--- config.mk ---
export PLATFORM = sky130hd
export DESIGN_NAME = escape_sequence_decoder
export DESIGN_NICKNAME = d
export VERILOG_FILES = /design/src/rtl/core/esd_pkg.sv /design/src/rtl/core/escape_sequence_decoder.sv /design/src/rtl/core/esd_front.sv /design/src/rtl/core/esd_cmd_fifo.sv /design/src/rtl/core/esd_back.sv
export SDC_FILE = /design/constraint.sdc
export NUM_CORES = 1
export LEC_CHECK = 0
export BUFFER_PORTS_ARGS = -buffer_cell sky130_fd_sc_hd__clkbuf_2
export CORE_UTILIZATION = 55
export CTS_CLUSTER_DIAMETER = 30
export DETAILED_ROUTE_END_ITERATION = 16
export PLACE_DENSITY_LB_ADDON = 0.12
export SYNTH_ARGS = -nofsm -noshare
export SYNTH_HDL_FRONTEND = slang
export SYNTH_SLANG_ARGS = --single-unit
export TNS_END_PERCENT = 30
--- constraint.sdc ---
create_clock -name clk -period 9.6 [get_ports clk]
set_clock_uncertainty 0.2 [all_clocks]
set_input_delay 1.44 -clock clk [delete_from_list [all_inputs] [get_ports clk]]
set_output_delay 1.44 -clock clk [all_outputs]
set_load 0.01 [all_outputs]
--- src/rtl/core/esd_pkg.sv ---
// ----------------------------------------------------------------------------
// esd_pkg
// Shared types and constants for the escape sequence decoder.
// ----------------------------------------------------------------------------
package esd_pkg;

    localparam int ESD_CMD_DEPTH = 4;
    localparam int ESD_MAX_BYTES = 3;

    localparam logic [7:0] CHAR_BACKSLASH = 8'h5C;
    localparam logic [7:0] CHAR_X         = 8'h78;
    localparam logic [7:0] CHAR_QUESTION  = 8'h3F;
    localparam logic [7:0] CHAR_ESC       = 8'h1B;

    // One decoded command: up to three result bytes and how many are used.
    typedef struct packed {
        logic [ESD_MAX_BYTES-1:0][7:0] bytes;
        logic [1:0]                    count;
    } esd_cmd_t;

endpackage

--- src/rtl/core/escape_sequence_decoder.sv ---
// ----------------------------------------------------------------------------
// escape_sequence_decoder
// Removes C-style backslash escapes from a byte stream.
// ----------------------------------------------------------------------------
// Each input transaction carries one byte and is decoded in the cycle it is
// taken; plain bytes, escape letters, and two-digit hex escapes each give at
// most one result, and an end-of-stream byte may add up to three flushed bytes
// of pending escape text. The front decoder takes one byte per cycle whenever
// the command queue (CMD_DEPTH entries) has room, and the output sequencer
// delivers one result per cycle while the receiver pops, so the sustained
// rate is one byte per cycle; an input that yields several results occupies
// the output side for one pop per result, and a full queue then holds off
// input. Results go through the queue and the sequencer's command register.
module escape_sequence_decoder
    import esd_pkg::*;
#(
    parameter int CMD_DEPTH = ESD_CMD_DEPTH
)
(
    input  logic       clk,
    input  logic       rst_n,
    input  logic       push,
    output logic       full,
    input  logic [7:0] in_byte,
    input  logic       end_of_stream,
    output logic       empty,
    input  logic       pop,
    output logic [7:0] out_byte,
    output logic       last_of_run
);

    esd_cmd_t cmd_in;
    esd_cmd_t cmd_out;
    logic     cmd_write;
    logic     cmd_read;
    logic     cmd_empty;
    logic     accept;

    assign accept = push && !full;

    esd_front u_front (
        .clk           (clk),
        .rst_n         (rst_n),
        .accept        (accept),
        .in_byte       (in_byte),
        .end_of_stream (end_of_stream),
        .cmd_write     (cmd_write),
        .cmd           (cmd_in)
    );

    esd_cmd_fifo #(
        .DEPTH (CMD_DEPTH)
    ) u_fifo (
        .clk        (clk),
        .rst_n      (rst_n),
        .write      (cmd_write),
        .wdata      (cmd_in),
        .read       (cmd_read),
        .rdata      (cmd_out),
        .full       (full),
        .fifo_empty (cmd_empty)
    );

    esd_back u_back (
        .clk         (clk),
        .rst_n       (rst_n),
        .fifo_data   (cmd_out),
        .fifo_empty  (cmd_empty),
        .fifo_read   (cmd_read),
        .out_byte    (out_byte),
        .last_of_run (last_of_run),
        .empty       (empty),
        .pop         (pop)
    );

endmodule

--- src/rtl/core/esd_front.sv ---
// ----------------------------------------------------------------------------
// esd_front
// Accepts raw bytes, tracks the escape state and turns each byte into a
// command of zero to three result bytes.
// ----------------------------------------------------------------------------
module esd_front
    import esd_pkg::*;
(
    input  logic       clk,
    input  logic       rst_n,
    input  logic       accept,
    input  logic [7:0] in_byte,
    input  logic       end_of_stream,
    output logic       cmd_write,
    output esd_cmd_t   cmd
);

    localparam logic [1:0] MODE_NORMAL = 2'd0;
    localparam logic [1:0] MODE_ESCAPE = 2'd1;
    localparam logic [1:0] MODE_HEX    = 2'd2;

    logic [1:0] mode_reg;
    logic [1:0] mode_next;
    logic       held_reg;
    logic       held_next;
    logic [7:0] digit_reg;
    logic [7:0] digit_next;

    logic       main_valid;
    logic [7:0] main_byte;
    logic [4:0] hi_val;
    logic [4:0] lo_val;

    // Bit 4 flags a valid digit, bits 3:0 hold its value.
    function automatic logic [4:0] hex_value(input logic [7:0] c);
        logic [4:0] r;
        begin
            r = 5'd0;
            if (c >= 8'h30 && c <= 8'h39)
            begin
                r = {1'b1, 4'(c - 8'h30)};
            end
            else if (c >= 8'h61 && c <= 8'h66)
            begin
                r = {1'b1, 4'(c - 8'h57)};
            end
            else if (c >= 8'h41 && c <= 8'h46)
            begin
                r = {1'b1, 4'(c - 8'h37)};
            end
            return r;
        end
    endfunction

    function automatic logic [7:0] escape_letter(input logic [7:0] c);
        logic [7:0] r;
        begin
            unique case (c)
                8'h30:   r = 8'h00;
                8'h61:   r = 8'h07;
                8'h62:   r = 8'h08;
                8'h74:   r = 8'h09;
                8'h6E:   r = 8'h0A;
                8'h66:   r = 8'h0C;
                8'h72:   r = 8'h0D;
                8'h65:   r = CHAR_ESC;
                default: r = c;
            endcase
            return r;
        end
    endfunction

    assign hi_val = hex_value(digit_reg);
    assign lo_val = hex_value(in_byte);

    always_comb
    begin
        mode_next  = mode_reg;
        held_next  = held_reg;
        digit_next = digit_reg;
        main_valid = 1'b0;
        main_byte  = in_byte;
        unique case (mode_reg)
            MODE_ESCAPE:
            begin
                if (in_byte == CHAR_X)
                begin
                    mode_next = MODE_HEX;
                    held_next = 1'b0;
                end
                else
                begin
                    main_valid = 1'b1;
                    main_byte  = escape_letter(in_byte);
                    mode_next  = MODE_NORMAL;
                end
            end
            MODE_HEX:
            begin
                if (!held_reg)
                begin
                    digit_next = in_byte;
                    held_next  = 1'b1;
                end
                else
                begin
                    main_valid = 1'b1;
                    main_byte  = (hi_val[4] && lo_val[4]) ? {hi_val[3:0], lo_val[3:0]}
                                                          : CHAR_QUESTION;
                    mode_next  = MODE_NORMAL;
                    held_next  = 1'b0;
                end
            end
            default:
            begin
                if (in_byte == CHAR_BACKSLASH)
                begin
                    mode_next = MODE_ESCAPE;
                end
                else
                begin
                    mode_next  = MODE_NORMAL;
                    main_valid = 1'b1;
                end
            end
        endcase

        // A pending escape never coexists with a byte emitted by this input.
        cmd.bytes = {digit_next, CHAR_X, CHAR_BACKSLASH};
        cmd.count = {1'b0, main_valid};
        if (!end_of_stream || mode_next == MODE_NORMAL)
        begin
            cmd.bytes[0] = main_byte;
        end
        else if (mode_next == MODE_ESCAPE)
        begin
            cmd.count = 2'd1;
        end
        else if (mode_next == MODE_HEX)
        begin
            cmd.count = held_next ? 2'd3 : 2'd2;
        end
        else
        begin
            cmd.bytes[0] = main_byte;
        end
        if (end_of_stream)
        begin
            mode_next = MODE_NORMAL;
            held_next = 1'b0;
        end
    end

    assign cmd_write = accept && (cmd.count != 2'd0);

    always_ff @(posedge clk or negedge rst_n)
    begin
        if (!rst_n)
        begin
            mode_reg  <= MODE_NORMAL;
            held_reg  <= 1'b0;
            digit_reg <= 8'h00;
        end
        else if (accept)
        begin
            mode_reg  <= mode_next;
            held_reg  <= held_next;
            digit_reg <= digit_next;
        end
    end

    a_held_only_in_hex: assert property (@(posedge clk) disable iff (!rst_n)
        held_reg |-> mode_reg == MODE_HEX)
        else $error("Digit held outside hex mode.");

    a_mode_legal: assert property (@(posedge clk) disable iff (!rst_n)
        mode_reg != 2'd3)
        else $error("Unused decode mode reached.");

    a_eos_clears: assert property (@(posedge clk) disable iff (!rst_n)
        accept && end_of_stream |=> mode_reg == MODE_NORMAL && !held_reg)
        else $error("State not cleared after end of stream.");

endmodule

--- src/rtl/core/esd_cmd_fifo.sv ---
// ----------------------------------------------------------------------------
// esd_cmd_fifo
// Short command queue between the decoding front and the output sequencer.
// ----------------------------------------------------------------------------
module esd_cmd_fifo
    import esd_pkg::*;
#(
    parameter int DEPTH = ESD_CMD_DEPTH
)
(
    input  logic     clk,
    input  logic     rst_n,
    input  logic     write,
    input  esd_cmd_t wdata,
    input  logic     read,
    output esd_cmd_t rdata,
    output logic     full,
    output logic     fifo_empty
);

    localparam int PTR_W = (DEPTH > 1) ? $clog2(DEPTH) : 1;
    localparam int CNT_W = $clog2(DEPTH + 1);
    localparam logic [PTR_W-1:0] LAST_PTR = PTR_W'(DEPTH - 1);
    localparam logic [CNT_W-1:0] FULL_CNT = CNT_W'(DEPTH);

    esd_cmd_t         slots_reg [DEPTH];
    logic [PTR_W-1:0] wptr_reg;
    logic [PTR_W-1:0] rptr_reg;
    logic [CNT_W-1:0] count_reg;
    logic [CNT_W-1:0] count_next;

    assign full       = (count_reg == FULL_CNT);
    assign fifo_empty = (count_reg == '0);
    assign rdata      = slots_reg[rptr_reg];

    always_comb
    begin
        count_next = count_reg;
        if (write && !read)
        begin
            count_next = count_reg + 1'b1;
        end
        else if (read && !write)
        begin
            count_next = count_reg - 1'b1;
        end
    end

    always_ff @(posedge clk)
    begin
        if (write)
        begin
            slots_reg[wptr_reg] <= wdata;
        end
    end

    always_ff @(posedge clk or negedge rst_n)
    begin
        if (!rst_n)
        begin
            wptr_reg  <= '0;
            rptr_reg  <= '0;
            count_reg <= '0;
        end
        else
        begin
            if (write)
            begin
                wptr_reg <= (wptr_reg == LAST_PTR) ? '0 : wptr_reg + 1'b1;
            end
            if (read)
            begin
                rptr_reg <= (rptr_reg == LAST_PTR) ? '0 : rptr_reg + 1'b1;
            end
            count_reg <= count_next;
        end
    end

    a_no_overflow: assert property (@(posedge clk) disable iff (!rst_n)
        write |-> !full)
        else $error("Command written into a full queue.");

    a_no_underflow: assert property (@(posedge clk) disable iff (!rst_n)
        read |-> !fifo_empty)
        else $error("Command read from an empty queue.");

    a_count_bound: assert property (@(posedge clk) disable iff (!rst_n)
        count_reg <= FULL_CNT)
        else $error("Queue count out of range.");

endmodule

--- src/rtl/core/esd_back.sv ---
// ----------------------------------------------------------------------------
// esd_back
// Output sequencer: holds one command and presents its bytes one transaction
// at a time, loading the next command when idle or as the last byte leaves.
// ----------------------------------------------------------------------------
module esd_back
    import esd_pkg::*;
(
    input  logic       clk,
    input  logic       rst_n,
    input  esd_cmd_t   fifo_data,
    input  logic       fifo_empty,
    output logic       fifo_read,
    output logic [7:0] out_byte,
    output logic       last_of_run,
    output logic       empty,
    input  logic       pop
);

    esd_cmd_t   cmd_reg;
    logic       busy_reg;
    logic [1:0] idx_reg;
    logic       take;
    logic       finishing;

    assign empty       = !busy_reg;
    assign last_of_run = (idx_reg == cmd_reg.count - 2'd1);
    assign take        = pop && busy_reg;
    assign finishing   = take && last_of_run;
    assign fifo_read   = !fifo_empty && (!busy_reg || finishing);

    always_comb
    begin
        case (idx_reg)
            2'd0:    out_byte = cmd_reg.bytes[0];
            2'd1:    out_byte = cmd_reg.bytes[1];
            default: out_byte = cmd_reg.bytes[2];
        endcase
    end

    always_ff @(posedge clk)
    begin
        if (fifo_read)
        begin
            cmd_reg <= fifo_data;
        end
    end

    always_ff @(posedge clk or negedge rst_n)
    begin
        if (!rst_n)
        begin
            busy_reg <= 1'b0;
            idx_reg  <= 2'd0;
        end
        else if (fifo_read)
        begin
            busy_reg <= 1'b1;
            idx_reg  <= 2'd0;
        end
        else if (finishing)
        begin
            busy_reg <= 1'b0;
            idx_reg  <= 2'd0;
        end
        else if (take)
        begin
            idx_reg <= idx_reg + 2'd1;
        end
    end

    a_index_in_range: assert property (@(posedge clk) disable iff (!rst_n)
        busy_reg |-> idx_reg < cmd_reg.count)
        else $error("Output index past the end of the command.");

    a_no_empty_cmd: assert property (@(posedge clk) disable iff (!rst_n)
        fifo_read |=> cmd_reg.count != 2'd0)
        else $error("Command with no bytes loaded.");

    a_hold_on_stall: assert property (@(posedge clk) disable iff (!rst_n)
        busy_reg && !pop |=> busy_reg && $stable(idx_reg))
        else $error("Waiting result changed without a transaction.");

endmodule

==> metrics, run 1 <==
commonest non-fill, non-tap cell in the layout edfxtp_1; Fin. Hold Viols 0; r2r setup slk 5.66 ns; Slew Limit Fails 0; RD Place Congestion 0.870; Ports 24; largest net degree at the start of global routing 22; CP max FO 18; CTS resizes 0; Row Count 35; # DRC 0; arrival time worst endpoint 4.12 ns; average wire per standard cell 18.2 µm; HP Class register to register; Seq/Total Area, Yosys 60.2%; final cycle utilization of the critical path 45.1%; global-route wire length before repair 15600 µm; n_diodes 0; kind of start point of the critical path primary input; WHS Endpoint u_fifo.count_reg[2]; Mapped Nets 417; GRT Residual Overflow 0; Sink Count 111; Max Freq 231 MHz; post-CTS setup buffers 0; share of layout cells above drive strength 1 19.1%; Setup Viol. Count Final 0; Clock Tree Buf Depth 2; number of hold buffers added after CTS 0; most frequent cells in the layout 90 x edfxtp_1, 45 x nand2_1, 23 x clkbuf_2, 21 x dfrtp_1, 19 x nor2_1; worst path cell trace clkbuf_2, inv_1, ha_1, and3_1, a32oi_1, nor4b_4, o21ba_2, a21oi_4, and2_1; max reg flops 72; VDD IR max 0.141 mV; # port buffers 23; core area 9330 µm²; Slowest-stage cell, CP and2_1; Die Wd 101 µm; Critical Path RT 9.39 ns; drt pass-1 iters 5; Synth Instances 386; Total Neg Setup Slack 0 ns; Final ANT Viol Nets 0; HPWL Detailed 6910 µm; P&R area growth vs syn 8.03%; reg2reg start u_front.mode_reg[0]; ys async rst share 18.9%; NumNets Final 435; Slew HR 27.2%; DP Worst Slack 4.86 ns; status completed; Least-Margin Pin Slew 1.09 ns; area of the mapped netlist 5360 µm²; hold path startpoint u_fifo.count_reg[2]; count of state elements after synthesis 111; CTS tree built; number of antenna violations at the first check in global routing 0; vias per inst 5.84; Crit Path Class primary input to register; max-cap viol count 0; unrepaired setup endpoints after global routing no; crit-path max cell delay 0.77 ns; Synth cell types 62; Clock transition at path regs 0.11 ns; Synth Area per Inst 13.9 µm²; vias in the first global route 3046; fin crit period 4.33 ns; H-tree depth 3; chip height 101 µm; Starting DRT DRC Count 154; initial core utilization 57.5%; Die ar. 10100 µm²; Pwr Density 256 nW/µm²; most used flip-flop cell after synthesis edfxtp_1; Clk Latency, worst-skew pair 0.37 ns; critical path endpoint category register; Critical Path Source in_byte[0]; hold-critical path depth 1; final worst setup slack 5.27 ns; drt total wl 9800 µm; yosys warns 0; Pleak 2.03 nW; DR vias 3144; gr usage total 21.2%; EDFF count, synth 90; root buf cell clkbuf_8; RR Endpoint u_fifo.slots_reg[3][9]; CTS buffer count 9; reg2reg path depth 8
==> logic make-up after synthesis <==
| family | after synthesis | share of synthesized area, % |
|---|---|---|
| muxes | 32 | 10.5 |
| DFF | 111 | 60.2 |
| AOI/OAI and AO/OA | 71 | 10.3 |
| xor gates and xnor gates | 8 | 1.31 |
| adders and majority gates | 18 | 4.34 |
| buffers and inverters | 32 | 2.33 |
| and+or+nand+nor | 114 | 11.1 |
==> how the worst max path moves through the flow <==
stage                                         to  slack [ns]
final                     u_fifo.slots_reg[3][9]        5.27
after global routing      u_fifo.slots_reg[3][3]        4.99
after CTS                 u_fifo.slots_reg[3][9]        5.24
after detailed placement  u_fifo.slots_reg[3][4]        4.86
after global placement    u_fifo.slots_reg[3][4]        4.96
after floorplan              u_fifo.count_reg[2]        5.21
==> critical path, delay by kind of cell <==
family	cells	cell delay, ns
adders and majority gates	1	0.30
AOI/OAI and AO/OA	3	0.60
and+or+nand+nor	3	1.44
buffers and inverters	2	0.31
==> synth_stat cells, types with 2 or more instances <==
master	n	area (µm²)
a211o_1	4	35.0
a21oi_1	16	80.1
a22o_1	6	52.6
a31oi_1	5	31.3
a41o_1	2	20.0
and2_1	6	37.5
clkbuf_1	15	56.3
dfrtp_1	21	526
edfxtp_1	90	2700
ha_1	17	213
inv_1	14	52.6
mux2_1	5	56.3
mux2_2	7	78.8
mux2i_1	2	20.0
mux4_2	18	405
nand2_1	45	169
nand2b_1	4	25.0
nand3_1	7	35.0
nand3b_1	2	15.0
nand4_1	2	12.5
nor2_1	19	71.3
nor2b_1	11	68.8
nor3_1	3	15.0
nor3b_1	2	15.0
o21ai_0	8	40.0
o21ai_1	5	25.0
o21bai_4	2	37.5
o22ai_1	4	25.0
o22ai_2	2	25.0
o31ai_1	2	15.0
or3_1	2	12.5
or4_1	2	15.0
xnor2_1	6	52.6
xor2_1	2	17.5
==> metrics by stage <==
stage | hold slack (ns) | utilization [%] | cells | area, µm² | power (W)
2_1_floorplan | 0.256 | - | 386 | 5360 | 0.00108
3_3_place_gp | 0.274 | 59.8 | 522 | 5580 | 0.00120
3_5_place_dp | 0.280 | 59.8 | 522 | 5580 | 0.00121
4_1_cts | 0.295 | 62.1 | 538 | 5790 | 0.00150
5_1_grt | 0.314 | 62.1 | 538 | 5790 | 0.00157
6_report | 0.291 | 62.1 | 538 | 5790 | 0.00148
==> layout make-up <==
cell class	count	area, µm²
Timing Repair Buffer	24	123
Clock buffer	10	138
Inverter	15	56.3
Clock inverter	6	73.8
Fill cell	726	3540
Sequential cell	111	3230
Tap cell	129	161
Multi-Input combinational cell	243	2010
==> metal layers <==
| layer | track usage [%] | routed length [µm] |
|---|---|---|
| met1 | 29.1 | 4510 |
| met2 | 34.0 | 4780 |
| met3 | 4.09 | 341 |
| met4 | 7.92 | 156 |
| met5 | 0 | 0 |
==> power by group <==
part,switching [W],internal [W]
clock network,0.000158,0.000132
registers,0.0000695,0.000677
logic,0.000239,0.000207
total,0.000466,0.00101
Note: power is estimated with default switching activity, not from simulation.
==> run 2, diff against run 1 <==
==> constraint.sdc (replaced) <==
create_clock -name clk -period 4.55 [get_ports clk]
set_clock_uncertainty 0.2 [all_clocks]
set_input_delay 0.6825 -clock clk [delete_from_list [all_inputs] [get_ports clk]]
set_output_delay 0.6825 -clock clk [all_outputs]
set_load 0.01 [all_outputs]
==> metrics, run 2 (synthesis results as in run 1) <==
Pleak 2.06 nW (+1.4%); max reg flops 72 (unchanged); Slowest-stage cell, CP ha_1; share of layout cells above drive strength 1 20.2% (+1.2 points); Die Wd 101 µm (unchanged); max-cap viol count 0 (unchanged); H-tree depth 3 (unchanged); most frequent cells in the layout 90 x edfxtp_1, 45 x nand2_1, 23 x clkbuf_2, 21 x dfrtp_1, 19 x nor2_1; Fill cells 726 (unchanged); initial core utilization 57.5% (unchanged); gr usage total 22.0% (+0.73 points); Row Count 35 (unchanged); Starting DRT DRC Count 175 (+14%); number of hold buffers added after CTS 0 (unchanged); Critical Path RT 4.65 ns (-4.74 ns); Clock transition at path regs 0.11 ns (about the same); vias per inst 5.81 (-0.54%); Die ar. 10100 µm² (unchanged); Pwr Density 535 nW/µm² (+110%); Crit Path Class register to register; CP max FO 15 (-3); crit-path max cell delay 0.50 ns (-0.27 ns); Fin. Hold Viols 0 (unchanged); Total Neg Setup Slack 0 ns (unchanged); NumNets Final 441 (+1.4%); post-CTS setup buffers 0 (unchanged); DP Worst Slack 0.601 ns (-4.26 ns); Layout Cells excl Fill 544 (+1.1%); unrepaired setup endpoints after global routing no; met3 Track Usage GR 2.98% (-1.1 points); sequential cell area 3230 µm² (unchanged); critical path endpoint category register; Ports 24 (unchanged); DR vias 3162 (+0.57%); Slew Limit Fails 0 (unchanged); # DRC 0 (unchanged); Clock Tree Buf Depth 2 (unchanged); met2 GRT Util 35.8% (+1.8 points); Setup Viol. Count Final 0 (unchanged); largest net degree at the start of global routing 22 (unchanged); GR Util met1 31.3% (+2.2 points); Crit path depth 13 (+4); final cycle utilization of the critical path 79.5%; worst path cell trace inv_2, ha_1, or3b_1, o22ai_2, nand2_1, o21ba_2, a21oi_4, ha_1, inv_1, fa_1, xor2_1, nor2_1, xor2_1; P&R area growth vs syn 8.59%; RR Endpoint u_fifo.count_reg[2]; root buf cell clkbuf_8; Sink Count 111 (unchanged); HP Class primary input to async pin; global-route wire length before repair 16600 µm (+6.0%); chip height 101 µm (unchanged); multi-input logic area 2010 µm² (unchanged); Slew HR 40.4% (+13 points); status completed; placed insts 528 (+1.1%); # port buffers 23 (unchanged); fin crit period 3.62 ns; core area 9330 µm² (unchanged); reg2reg path depth 13 (+5); reg2reg start u_front.mode_reg[0]; Clk Latency, worst-skew pair 0.37 ns (about the same); CTS resizes 0 (unchanged); WP buf/inv 2 (unchanged); drt total wl 9980 µm (+1.8%); Worst path top cell family by delay adder cells; GRT Residual Overflow 0 (unchanged); r2r setup slk 0.93 ns (-4.73 ns); Least-Margin Pin Slew 0.894 ns (-0.198 ns); average wire per standard cell 18.3 µm (+0.70%); CTS tree built; final worst setup slack 0.931 ns (-4.34 ns); arrival time worst endpoint 3.72 ns (-0.40 ns); vias in the first global route 3210 (+5.4%); Final ANT Viol Nets 0 (unchanged); commonest non-fill, non-tap cell in the layout edfxtp_1; n_diodes 0 (unchanged); GRT busiest layer met2; kind of start point of the critical path register; CTS buffer count 9 (unchanged); HPWL Detailed 7050 µm (+1.9%); number of antenna violations at the first check in global routing 0 (unchanged); Max Freq 276 MHz; RD Place Congestion 0.926 (+6.4%); VDD IR max 0.293 mV (+110%); drt pass-1 iters 5 (unchanged)
## run 2: layer usage
layer,vias to the layer above,wire [µm]
li1,1512,-
met1,1560,4760
met2,78,4740
met3,12,364
met4,0,110
met5,-,0
## run 2: worst register-to-register path, delay by kind of cell (launching register included)
family,cells,cell delay [ns]
adders and majority gates,3,1.10
buffers and inverters,2,0.12
and+or+nand+nor,3,0.75
xor gates and xnor gates,2,0.34
AOI/OAI and AO/OA,3,0.66
DFF,1,0.40
## run 2: how the worst max path moves through the flow
| stage | startpoint | slack (ns) | end |
|---|---|---|---|
| after floorplan | in_byte[0] | 0.92 | u_fifo.count_reg[2] |
| after global placement | in_byte[0] | 0.75 | u_fifo.count_reg[2] |
| after detailed placement | in_byte[0] | 0.60 | u_fifo.count_reg[2] |
| after CTS | u_front.mode_reg[0] | 0.93 | u_fifo.count_reg[2] |
| after global routing | u_front.mode_reg[0] | 0.73 | u_fifo.count_reg[2] |
| final | u_front.mode_reg[0] | 0.93 | u_fifo.count_reg[2] |
## run 2: stage by stage
step	power (W)	hold slack (ns)	utilization, %	cell area [µm²]
after floorplan	0.00228	0.187	-	5360
after global placement	0.00255	0.274	60.3	5630
after detailed placement	0.00259	0.288	60.3	5630
after CTS	0.00315	0.0867	62.4	5820
after global routing	0.00331	0.118	62.4	5820
final	0.00311	0.0752	62.4	5820
## run 2: area by class of cell
| cell class | instances | share of cell area, % |
|---|---|---|
| clock buffer | 10 | 2.36 |
| clock inverter | 6 | 1.01 |
| inverter | 15 | 0.967 |
| multi-input combinational | 243 | 34.6 |
| sequential | 111 | 55.4 |
| tap | 129 | 2.77 |
| timing repair buffer | 30 | 2.88 |
## run 2: power by group
group          internal, W  total (W)  switching, W
combinational     0.000453   0.000956      0.000504
clock             0.000229   0.000569      0.000340
sequential         0.00142    0.00159      0.000164
total              0.00210    0.00311       0.00101
==> run 3, diff against run 2 <==
--- a/config.mk
+++ b/config.mk
@@ -5,6 +5,7 @@
 export SDC_FILE = /design/constraint.sdc
 export NUM_CORES = 1
 export LEC_CHECK = 0
+export ABC_AREA = 1
 export BUFFER_PORTS_ARGS = -buffer_cell sky130_fd_sc_hd__clkbuf_2
 export CORE_UTILIZATION = 55
 export CTS_CLUSTER_DIAMETER = 30
==> constraint.sdc (replaced) <==
create_clock -name clk -period 2.91 [get_ports clk]
set_clock_uncertainty 0.2 [all_clocks]
set_input_delay 0.4365 -clock clk [delete_from_list [all_inputs] [get_ports clk]]
set_output_delay 0.4365 -clock clk [all_outputs]
set_load 0.01 [all_outputs]
==> metrics, run 3 <==
critical path endpoint category register; NumNets Final 662 (+50%); vias in the first global route 3943 (+23%); CP max FO 4 (-11); main combinational cell family by area after synthesis simple AND/OR/NAND/NOR gates; dpl cell area 6110 µm² (+8.6%); DR vias 4082 (+29%); top cells by area, synth edfxtp_1 48%, dfrtp_1 9.4%, nand2_1 7.7%; yosys warns 0 (unchanged); Die ar. 10600 µm² (+4.5%); Ports 24 (unchanged); most frequent cells in the layout 114 x nand2_1, 90 x edfxtp_1, 68 x o21ai_0, 60 x inv_1, 53 x nor2_1; arrival time worst endpoint 2.84 ns (-0.88 ns); VDD IR max 0.407 mV (+39%); final cycle utilization of the critical path 95.8% (+16 points); unrepaired setup endpoints after global routing no; root buf cell clkbuf_8; Slowest-stage cell, CP dfrtp_1; final worst setup slack 0.123 ns (-0.808 ns); EDFF count, synth 90 (unchanged); Pwr Density 806 nW/µm² (+51%); Synth Area in Compound Gates 10.4% (+0.11 points); DP Worst Slack -0.0443 ns (-0.645 ns); core area 9820 µm² (+5.3%); Slew Limit Fails 0 (unchanged); HP Class primary input to register; worst path cell trace inv_2, ha_4, inv_1, nand3_2, nand2_2, nor2_4, nand2_4, nand2_4, nand2_4, nand3_4, nand2_4, inv_1, ha_1, inv_1, fa_2, mux2_2; Util after Layout 64.9% (+2.5 points); fin crit period 2.79 ns (-0.832 ns); Synth Instances 581 (+51%); n_diodes 0 (unchanged); most used flip-flop cell after synthesis edfxtp_1; # DRC 0 (unchanged); H-tree depth 3 (unchanged); largest net degree at the start of global routing 38 (+73%); Clk Latency, worst-skew pair 0.36 ns (about the same); CTS tree built; RD Place Congestion 0.972 (+4.9%); area of the mapped netlist 5610 µm² (+4.6%); global-route wire length before repair 19000 µm (+15%); GRT Residual Overflow 0 (unchanged); ys async rst share 18.9% (unchanged); Max Freq 359 MHz (+30%); cell area after layout 6370 µm² (+9.5%); Synth top cells by count 115 x nand2_1, 90 x edfxtp_1, 69 x o21ai_0; share of layout cells above drive strength 1 19.3% (-0.90 points); # port buffers 23 (unchanged); Row Count 36 (+2.9%); Synth Area in Simple Gates 21.0% (+10 points); post-synthesis mux area share 0.201% (-10 points); status completed; Seq/Total Area, Yosys 57.6% (-2.6 points); max reg flops 72 (unchanged); commonest non-fill, non-tap cell in the layout nand2_1; vias per inst 5.31 (-8.7%); max-cap viol count 0 (unchanged); average wire per standard cell 15.1 µm (-18%); multi-input logic area 2070 µm² (+3.0%); Final ANT Viol Nets 0 (unchanged); area leader, netlist edfxtp_1; drt total wl 11600 µm (+16%); Worst path top cell family by delay adder cells; most common cell in the netlist nand2_1; Fill cells 818 (+13%); initial core utilization 57.1% (-0.39 points); Slew HR 58.8% (+18 points); Mapped Nets 612 (+47%); drt pass-1 iters 5 (unchanged); Pleak 2.64 nW (+28%); crit-path max cell delay 0.43 ns (-0.07 ns); number of antenna violations at the first check in global routing 0 (unchanged); P&R area growth vs syn 13.7%; Critical Path RT 2.97 ns (-1.68 ns); Crit Path Class register to register; kind of start point of the critical path register; Synth Area per Inst 9.65 µm² (-31%); Total Neg Setup Slack 0 ns (unchanged); Synth cell types 31 (-50%); Sink Count 111 (unchanged); HPWL Detailed 8250 µm (+17%); sequential cell area 3230 µm² (unchanged); WP buf/inv 4 (+2); gr usage total 24.2% (+2.3 points); CTS buffer count 9 (unchanged); Fin. Hold Viols 0 (unchanged); Setup Viol. Count Final 0 (unchanged); chip height 103 µm (+2.2%); post-synthesis xor/xnor area fraction 0.625% (-0.68 points); Crit path top cell by count nand2_4; Die Wd 103 µm (+2.2%); Clock Tree Buf Depth 2 (unchanged); count of state elements after synthesis 111 (unchanged); fraction of the mapped netlist area in adder cells 4.15% (-0.19 points); Clock transition at path regs 0.10 ns (about the same); Least-Margin Pin Slew 0.611 ns (-0.283 ns); Starting DRT DRC Count 236 (+35%); top-area cell type share of the netlist area 48.2% (-2.2 points)
run 3: cell count changes in the layout (fill, tap and decap cells not counted), moves of 11 or more:
cell | before | now
nor2b_1 | 11 | 0
buf_4 | 7 | 30
nand2_2 | 0 | 12
o21ai_0 | 8 | 68
nand2_1 | 45 | 114
o22ai_1 | 4 | 21
inv_1 | 14 | 60
nand3_1 | 7 | 32
nor2_2 | 0 | 11
mux4_2 | 18 | 0
nor2_1 | 19 | 53
run 3: repair_timing:
item	CTS	global route
setup endpoints to repair	0	2
setup buffers	0	1
hold buffers	1	0
endpoints found under the hold margin	21	0
gates resized for setup	0	7
run 3: final cells by class:
cell class                 count  share of cell area (%)
sequential                   111                    50.6
clock buffer                  10                    2.00
inverter                      68                    4.00
timing repair buffer          58                    6.75
multi-input combinational    383                    32.5
tap                          133                    2.61
clock inverter                 6                    1.45
run 3: where the power goes:
part / total [W] / switching (W) / internal (W)
sequential: 0.00242 / 0.000190 / 0.00223
clock: 0.000999 / 0.000506 / 0.000493
combinational: 0.00172 / 0.00110 / 0.000615
run 3: worst paths after layout:
path / startpoint / to / slack (ns) / cells past startpoint
max in group asynchronous: rst_n / u_front.digit_reg[5] / 1.73 / 2
min in group asynchronous: rst_n / u_fifo.wptr_reg[1] / 0.39 / 2
worst min register to register: u_back.busy_reg / u_back.busy_reg / 0.33 / 2
worst min-delay path: pop / u_back.idx_reg[0] / 0.25 / 5
worst max register to register: u_front.mode_reg[0] / u_fifo.count_reg[1] / 0.12 / 16
worst max-delay path: u_front.mode_reg[0] / u_fifo.count_reg[1] / 0.12 / 16
run 3: layer usage:
metal / share of wire (%) / up-vias / global-route usage, %
met2: 50 / 87 / 41.6
met1: 45 / 1923 / 31.3
met4: 1.0 / 0 / 7.58
met3: 4.1 / 10 / 4.54
li1: - / 2062 / -
met5: 0 / - / 0
run 3: tightest hold or removal path, delay by kind of cell:
family | cells | cell delay (ns)
AOI/OAI and AO/OA | 1 | 0.07
buffers and inverters | 2 | 0.13
and+or+nand+nor | 2 | 0.14
run 3: stage by stage:
stage,std cells,hold slack (ns),total power (W)
CTS,768,0.219,0.00518
floorplan,581,-0.0591,0.00354
finish,769,0.253,0.00514
detailed placement,751,0.266,0.00419
global placement,751,0.258,0.00412
global route,769,0.295,0.00552
run 3: kinds of logic after synthesis:
| logic type | after synthesis |
|---|---|
| xor+xnor | 4 |
| mux | 1 |
| simple gates | 251 |
| buf+inv | 87 |
| fa+ha+maj | 18 |
| flops | 111 |
| compound gates | 109 |
